`src/hdl/bfm_pkg.sv`:
```
`timescale 1ns / 1ps
// shared types and constants for the bloom filter membership block
package bfm_pkg;

	localparam int HASH_W      = 32;
	localparam int HASH_FIELDS = 5;
	localparam int HASH_CNT_W  = $clog2(HASH_FIELDS);

	localparam int  BYTE_W    = 8;
	localparam int  BIT_SEL_W = 3;
	localparam logic [BYTE_W-1:0] BIT_ONE = 8'h01;

	localparam int FB_W = 21;
	localparam logic [FB_W-1:0] FB_RESET = 21'd1048576;

	localparam int APB_ADDR_W = 3;
	localparam int APB_DATA_W = 32;
	localparam int REG_IDX_W  = APB_ADDR_W - 2;
	localparam logic [REG_IDX_W-1:0] REG_FILTER_BITS = 1'b0;

	localparam logic MODE_INSERT = 1'b0;
	localparam logic MODE_CHECK  = 1'b1;

	// remainder unit retires this many dividend bits per cycle
	localparam int DIV_STEP_BITS = 2;
	localparam int DIV_STEPS     = HASH_W / DIV_STEP_BITS;
	localparam int DIV_CNT_W     = $clog2(DIV_STEPS);

	typedef enum logic [2:0] {
		ST_CLEAR,
		ST_IDLE,
		ST_START,
		ST_MOD,
		ST_READ,
		ST_TEST,
		ST_DONE
	} state_t;

	typedef struct packed {
		logic start;
	} mod_ctrl_t;

	typedef struct packed {
		logic busy;
		logic done;
	} mod_status_t;

endpackage

```
`src/hdl/bfm_mod_unit.sv`:
```
`timescale 1ns / 1ps
// iterative remainder unit: 32-bit dividend modulo a run-time divisor
module bfm_mod_unit #(
	parameter int SIZE_W = 21
) (
	input  logic                        clk,
	input  logic                        arst_n,
	input  bfm_pkg::mod_ctrl_t          ctrl,
	input  logic [bfm_pkg::HASH_W-1:0]  dividend,
	input  logic [SIZE_W-1:0]           divisor,
	output bfm_pkg::mod_status_t        status,
	output logic [SIZE_W-1:0]           remainder
);

	import bfm_pkg::*;

	logic [HASH_W-1:0]    dvd_q;
	logic [SIZE_W-1:0]    rem_q;
	logic [DIV_CNT_W-1:0] cnt_q;
	logic                 busy_q;
	logic                 done_q;

	logic [HASH_W-1:0] dvd_d;
	logic [SIZE_W-1:0] rem_d;
	logic [SIZE_W:0]   trial;

	// restoring steps: remainder stays below the divisor, so one spare bit suffices
	always_comb begin
		dvd_d = dvd_q;
		rem_d = rem_q;
		trial = '0;
		for (int j = 0; j < DIV_STEP_BITS; j++) begin
			trial = {rem_d, dvd_d[HASH_W-1]};
			dvd_d = {dvd_d[HASH_W-2:0], 1'b0};
			if (trial >= {1'b0, divisor}) begin
				trial = trial - {1'b0, divisor};
			end
			rem_d = trial[SIZE_W-1:0];
		end
	end

	always_ff @(posedge clk or negedge arst_n) begin
		if (!arst_n) begin
			busy_q <= 1'b0;
			done_q <= 1'b0;
			cnt_q  <= '0;
		end else if (ctrl.start) begin
			busy_q <= 1'b1;
			done_q <= 1'b0;
			cnt_q  <= '0;
		end else if (busy_q) begin
			cnt_q <= cnt_q + 1'b1;
			if (cnt_q == DIV_CNT_W'(DIV_STEPS - 1)) begin
				busy_q <= 1'b0;
				done_q <= 1'b1;
			end
		end else begin
			done_q <= 1'b0;
		end
	end

	always_ff @(posedge clk) begin
		if (ctrl.start) begin
			dvd_q <= dividend;
			rem_q <= '0;
		end else if (busy_q) begin
			dvd_q <= dvd_d;
			rem_q <= rem_d;
		end
	end

	assign status.busy = busy_q;
	assign status.done = done_q;
	assign remainder   = rem_q;

endmodule

```
`config.mk`:
```
export PLATFORM = sky130hd
export DESIGN_NAME = bfm_mod_unit
export DESIGN_NICKNAME = d
export VERILOG_FILES = /design/src/hdl/bfm_pkg.sv /design/src/hdl/bfm_mod_unit.sv
export SDC_FILE = /design/constraint.sdc
export NUM_CORES = 1
export LEC_CHECK = 0
export ABC_AREA = 1
export ABC_CLOCK_PERIOD_IN_PS = 4300
export BUFFER_PORTS_ARGS = -buffer_cell sky130_fd_sc_hd__buf_2
export CAP_MARGIN = 30
export CORE_ASPECT_RATIO = 0.9
export CORE_MARGIN = 2
export CORE_UTILIZATION = 50
export DETAILED_ROUTE_END_ITERATION = 12
export GPL_TIMING_DRIVEN = 0
export PLACE_DENSITY = 0.72
export SLEW_MARGIN = 20
export SYNTH_ARGS = -nofsm -noshare
export SYNTH_HDL_FRONTEND = slang
export SYNTH_SLANG_ARGS = --single-unit
```
`constraint.sdc`:
```
create_clock -name clk -period 4.3 [get_ports clk]
set_input_delay 1.075 -clock clk [delete_from_list [all_inputs] [get_ports clk]]
set_output_delay 1.075 -clock clk [all_outputs]
set_load 0.01 [all_outputs]
```
# Word-level counts from Yosys, hierarchy flattened
# Cells that the tools add are included.
[totals]
register_bits = 59
latchBits = 0
ramBits = 0
romBits = 0
input_bits = 56
output_inout_bits = 23
elab_cells = 25
n_memories = 0
[classes]
addsub = 3
mul = 0
div_mod_pow = 0
order_cmp = 2
eq_ne = 2
n_shift = 0
n_mux = 12
bitwise = 0
reduce_logical = 1
[ops]
columns = ["cell", "count"]
rows = [
  ["32-bit two-way mux", 2],
  ["22-bit by 21-bit greater-or-equal comparator with 1-bit output", 2],
  ["21-bit two-way mux", 2],
  ["21-bit subtractor", 2],
  ["4-bit two-way mux", 2],
  ["1-bit two-way mux", 6],
  ["4-bit by 1-bit adder with 4-bit output (second input constant)", 1],
  ["4-bit == test (second input constant)", 1],
  ["3-bit by 2-bit inequality test with 1-bit output (second input constant)", 1],
  ["2-bit nonzero test", 1],
]

# Logic depth before layout (Yosys ltp)
[depth]
ltp_word = 4
mapped_depth = 31

# Worst setup path after synthesis
# No wires, ideal clock.
[synth_timing]
kind = "in2reg"
from = "in divisor[0]"
to = "reg rem_q[16] (netlist: remainder[16])"
setup_time_ns = 0.114
arrival_ns = 4.174
slack_ns = 0.012
cell_stages = 22
cell_sequence = "ha_1 -> inv_1 -> fa_1 -> nand2_1 -> nand2_1 -> nand3_1 -> nand2_1 -> nand2_1 -> nand4_4 -> buf_2 -> o21ai_0 -> inv_1 -> fa_1 -> nand2_1 -> nand2_1 -> a21oi_1 -> o21ai_0 -> a21oi_1 -> xor2_1 -> nand2_1 -> nand3_1 -> nand2_1"
[synth_via]
elab_chain_cells = 4
elab_cells_between_ends = 6
[synth_lines]
columns = ["element", "line", "text"]
rows = [
  ["from (decl)", "bfm_mod_unit.sv:10", "input logic [SIZE_W-1:0] divisor,"],
  ["21-bit subtractor or 22-bit by 21-bit greater-or-equal comparator with 1-bit output (tied branches)", "bfm_mod_unit.sv:36, bfm_mod_unit.sv:35", ""],
  ["21-bit two-way mux", "bfm_mod_unit.sv:35", "if (trial >= {1'b0, divisor}) begin"],
  ["21-bit subtractor or 22-bit by 21-bit greater-or-equal comparator with 1-bit output (tied branches)", "bfm_mod_unit.sv:36, bfm_mod_unit.sv:35", ""],
  ["21-bit two-way mux *", "bfm_mod_unit.sv:35", ""],
  ["to (signal assigned)", "bfm_mod_unit.sv:68", "rem_q <= rem_d;"],
  ["to (decl)", "bfm_mod_unit.sv:18", "logic [SIZE_W-1:0] rem_q;"],
]
# Mark *: on every way between the ends. The rest lies on a longest branch, timed or not.
# A chain may end at the register's enable or synchronous reset.

# Final worst setup path
[layout_timing]
from = "in divisor[2]"
to = "reg rem_q[10] (netlist: remainder[10])"
# The elaborated chain is that of the path after synthesis.

==> flow_summary.html <==
<table>
<tr><th>Metric</th><th>Value</th></tr>
<tr><th colspan="2">Setup path</th></tr>
<tr><td>Register-to-register path setup slack</td><td>around 0.30 ns</td></tr>
<tr><td>Type of destination of the critical path</td><td>register</td></tr>
<tr><td>Worst setup path category</td><td>primary input to register</td></tr>
<tr><td>Worst path buffer plus inverter count</td><td>8</td></tr>
<tr><td>R2r endpoint</td><td>remainder[10]$_SDFFE_PP0P_</td></tr>
<tr><td>Worst-path cell with the longest stage delay</td><td>sky130_fd_sc_hd__ha_4</td></tr>
<tr><td>Worst endpoint required time</td><td>4.58 ns</td></tr>
<tr><td>Maximum fanout along the worst path</td><td>10</td></tr>
<tr><td>Cell type with the highest occurrence count on the critical path</td><td>sky130_fd_sc_hd__nand2_1</td></tr>
<tr><td>Crit start category</td><td>primary input</td></tr>
<tr><td>Kind of cell with the highest combined delay on the critical path</td><td>simple AND/OR/NAND/NOR gates</td></tr>
<tr><td>Largest stage delay on the critical path</td><td>about 0.34 ns</td></tr>
<tr><td>Start point of the critical path</td><td>divisor[2]</td></tr>
<tr><td>Critical path arrival</td><td>4.51 ns</td></tr>
<tr><td>Length in cells of the worst reg-to-reg path</td><td>30</td></tr>
<tr><td>Crit Reg-Reg Startpoint</td><td>dvd_q[31]$_DFFE_PP_</td></tr>
<tr><th colspan="2">Synthesis</th></tr>
<tr><td>Seq cells post-synth</td><td>59</td></tr>
<tr><td>Synthesized cell area</td><td>5660 sq um</td></tr>
<tr><td>Top cell type by total area after synthesis</td><td>sky130_fd_sc_hd__nand2_1</td></tr>
<tr><td>Share of the synthesized area in the top cell type</td><td>24.9%</td></tr>
<tr><td>Post-synthesis average cell area</td><td>6.22 sq um</td></tr>
<tr><td>Cell count after synthesis</td><td>about 910</td></tr>
<tr><td>Sequential fraction of the synthesis area</td><td>a little over a quarter</td></tr>
<tr><td>Warning count from the yosys run</td><td>0</td></tr>
<tr><td>Post-synth net total</td><td>just over 1000</td></tr>
<tr><td>Area contributors post-synth</td><td>sky130_fd_sc_hd__nand2_1 25%, sky130_fd_sc_hd__edfxtp_1 17%, sky130_fd_sc_hd__ha_1 9.5%</td></tr>
<tr><td>Synth cell types</td><td>38</td></tr>
<tr><th colspan="2">Timing</th></tr>
<tr><td>Post-Route Skew</td><td>0.00632 ns</td></tr>
<tr><td>Max-slew violation count</td><td>0</td></tr>
<tr><td>Setup repair after global routing missed its margin</td><td>yes</td></tr>
<tr><td>Least-Margin Pin Slew</td><td>0.667 ns</td></tr>
<tr><td>Setup Viol. Count Final</td><td>0</td></tr>
<tr><td>Final worst-path cycle share</td><td>between 90 and 100%</td></tr>
<tr><td>FMAX</td><td>around 0.24 GHz</td></tr>
<tr><td>Final Hold Fails</td><td>0</td></tr>
<tr><td>Shortest period the worst path allows</td><td>4.23 ns</td></tr>
<tr><td>Slew Limit Headroom</td><td>approximately 55%</td></tr>
<tr><th colspan="2">Layout</th></tr>
<tr><td>Leading cell types in the layout, fill and taps excluded</td><td>338 x sky130_fd_sc_hd__nand2_1, 108 x sky130_fd_sc_hd__inv_1, 76 x sky130_fd_sc_hd__buf_2, 65 x sky130_fd_sc_hd__nand3_1, 41 x sky130_fd_sc_hd__nor2_1</td></tr>
<tr><td>Area growth from synthesis to layout</td><td>34.7%</td></tr>
<tr><td>Fraction of layout cells with a size suffix above 1</td><td>between 20% and 30%</td></tr>
<tr><td>Number of non-filler instances in the completed layout</td><td>1183</td></tr>
<tr><td>Count of inserted antenna diode cells</td><td>0</td></tr>
<tr><td>Area taken by flip-flops and latches</td><td>~1500 sq um</td></tr>
<tr><td>Layout filler cell count</td><td>940</td></tr>
<tr><td>Total non-filler cell area in the finished layout</td><td>between 7000 and 8000 sq um</td></tr>
<tr><td>Most frequent standard cell in the layout excluding fill and tap cells</td><td>sky130_fd_sc_hd__nand2_1</td></tr>
<tr><td>Number of nets in the final layout</td><td>between 1000 and 1500</td></tr>
<tr><td>Area of the multi-input gates</td><td>around 4200 sq um</td></tr>
<tr><th colspan="2">Global routing</th></tr>
<tr><td>Antenna violations before repair</td><td>0</td></tr>
<tr><td>Largest net degree at the start of global routing</td><td>33</td></tr>
<tr><td>Via count of the first global-routing pass</td><td>5380</td></tr>
<tr><td>Global-route wire length before repair</td><td>between 20000 and 30000 microns</td></tr>
<tr><td>Total global routing overflow</td><td>0</td></tr>
<tr><td>Global routing usage summed across all routing layers</td><td>a little over a quarter</td></tr>
<tr><th colspan="2">Placed design</th></tr>
<tr><td>Total cell area at the placement stage</td><td>just over 6000 sq um</td></tr>
<tr><td>HPWL after detailed placement</td><td>between 10000 and 15000 microns</td></tr>
<tr><td>Count of buffers inserted at the top-level ports</td><td>between 70 and 80</td></tr>
<tr><td>Cell count after placement</td><td>about 1100</td></tr>
<tr><td>Global placer's final weighted congestion</td><td>between 0.9 and 1</td></tr>
<tr><th colspan="2">Die</th></tr>
<tr><td>Total I/O pin count</td><td>79</td></tr>
<tr><td>Overall die width</td><td>approximately 120 microns</td></tr>
<tr><td>Floorplan row count</td><td>36</td></tr>
<tr><td>Area of the core</td><td>about 11000 sq um</td></tr>
<tr><td>Starting density of the core</td><td>approximately half</td></tr>
<tr><td>Die area</td><td>12200 sq um</td></tr>
<tr><td>DIE HEIGHT</td><td>105 microns</td></tr>
<tr><th colspan="2">Clock tree</th></tr>
<tr><td>CTS sink count</td><td>just under 60</td></tr>
<tr><td>Cell at the root of the clock tree</td><td>sky130_fd_sc_hd__clkbuf_16</td></tr>
<tr><td>Clock Pin Slew Worst Setup and Hold Paths</td><td>around 0.05 ns</td></tr>
<tr><td>CTS HTree Levels</td><td>3</td></tr>
<tr><td>Number of buffers on the longest clock path</td><td>2</td></tr>
<tr><td>Clock Latency Late Sink</td><td>between 0.3 and 0.4 ns</td></tr>
<tr><td>CTS tree</td><td>done</td></tr>
<tr><td>Inserted Clock Buffers</td><td>9</td></tr>
<tr><th colspan="2">Power</th></tr>
<tr><td>Leakage power</td><td>3.92 nW</td></tr>
<tr><td>Worst vdd ir</td><td>around 0.00045 V</td></tr>
<tr><td>Pwr/cell area</td><td>965 nW/um^2</td></tr>
<tr><th colspan="2">Route</th></tr>
<tr><td>Vias post-DR</td><td>just over 6000</td></tr>
<tr><td>Average vias per placed instance</td><td>5.20</td></tr>
<tr><td>Remaining antenna violation count after routing</td><td>0</td></tr>
<tr><td>Average wire per cell in the routed design</td><td>between 10 and 15 microns</td></tr>
<tr><td>Wirelength, routed</td><td>approximately 17000 microns</td></tr>
<tr><td>Number of design-rule violations left by the first detailed-router iteration</td><td>about 510</td></tr>
<tr><td>Router iterations before antenna repair</td><td>5</td></tr>
<tr><td>Detailed-route DRC error count</td><td>0</td></tr>
<tr><th colspan="2">Min path</th></tr>
<tr><td>Worst Hold Path Cells</td><td>2</td></tr>
<tr><td>Type of the tightest min-delay check</td><td>register to register</td></tr>
<tr><td>Startpoint of the tightest hold check path</td><td>dvd_q[6]$_DFFE_PP_</td></tr>
<tr><td>Hold Crit Endpoint</td><td>dvd_q[8]$_DFFE_PP_</td></tr>
<tr><th colspan="2">Outcome</th></tr>
<tr><td>Outcome</td><td>finished clean</td></tr>
<tr><th colspan="2">Job</th></tr>
<tr><td>Max-capacitance violation count</td><td>0</td></tr>
</table>
cell type report:
cell class	instances	area share, %
buffer	23	2.32
multi-input combinational	684	55.3
timing repair buffer	106	8.37
tap	152	2.50
clock inverter	5	1.33
inverter	143	7.08
clock buffer	11	3.05
sequential	59	20.1
report_power, final:
part	total (W)	switching, W	leakage (nW)	internal, W
sequential	0.000890	0.000160	0.605	0.000730
combinational	0.00564	0.00325	3.15	0.00239
clock	0.000824	0.000260	0.157	0.000564
cell usage after synthesis (all sizes together):
cell      n
nand2   376
inv     143
nand3    77
nor2     56
ha       43
a21oi    37
edfxtp   32
o21ai    24
dfxtp    21
xnor2    14
buf      12
clkbuf   11
or2      10
xor2     10
nand4     9
dfrtp     6
nand3b    5
nor3      5
o21bai    5
and2      3
a31oi     2
fa        2
nor4      2
a21boi    1
a21o      1
a22o      1
o21a      1
worst min-delay path, cell delays in order (launching register included):
cell and delay, ns:
sky130_fd_sc_hd__edfxtp_1 0.31, sky130_fd_sc_hd__nand2_1 0.05, sky130_fd_sc_hd__nand2_1 0.04
routing by layer:
metal | vias to the layer above | track usage (%) | part of all wire [%]
met5 | - | 0 | 0
li1 | 3087 | - | -
met4 | 0 | 7.74 | 2.3
met2 | 223 | 39.4 | 44
met3 | 27 | 5.74 | 7.1
met1 | 2812 | 40.1 | 46
state kept, by name, summed over array words and instances (netlist names):
name and flops:
cnt_q 4, dvd_q 32, done_q 1, busy_q 1, remainder 21
worst max path at each step:
stage	end	slack (ns)	depth (start not counted)
floorplan	remainder[16]$_SDFFE_PP0P_	0.01	22
global placement	remainder[16]$_SDFFE_PP0P_	-1.05	23
detailed placement	remainder[16]$_SDFFE_PP0P_	-1.05	23
CTS	remainder[9]$_SDFFE_PP0P_	0.007	30
global route	remainder[10]$_SDFFE_PP0P_	-0.08	29
finish	remainder[10]$_SDFFE_PP0P_	0.07	28
repair_timing:
item | 4_1_cts | 5_1_grt
cloned | 0 | 3
buffers inserted | 4 | 22
hold buffers | 0 | 0
resized for setup | 49 | 147
setup endpoints to repair | 21 | 21
pin swaps | 7 | 40
logic make-up after synthesis:
logic type	count (synthesis)	share of synthesized area, %
flops	59	27.1
buf+inv	166	12.0
xor+xnor	24	3.72
simple gates	543	40.1
fa+ha+maj	45	10.2
compound gates	72	6.97
through the flow:
stage / util (%) / TNS (ns) / setup WS, ns / total power, W / hold slack [ns]
after global routing: 69.6 / -1.05 / -0.0842 / 0.00791 / 0.527
final: 69.6 / 0 / 0.0666 / 0.00735 / 0.510
after detailed placement: 57.0 / -20.53 / -1.05 / 0.00492 / 0.479
after CTS: 62.6 / 0 / 0.00710 / 0.00614 / 0.487
after global placement: 57.0 / -21.07 / -1.05 / 0.00490 / 0.477
after floorplan: - / 0 / 0.0117 / 0.00399 / 0.485
Power figures use the tool's default switching activity.
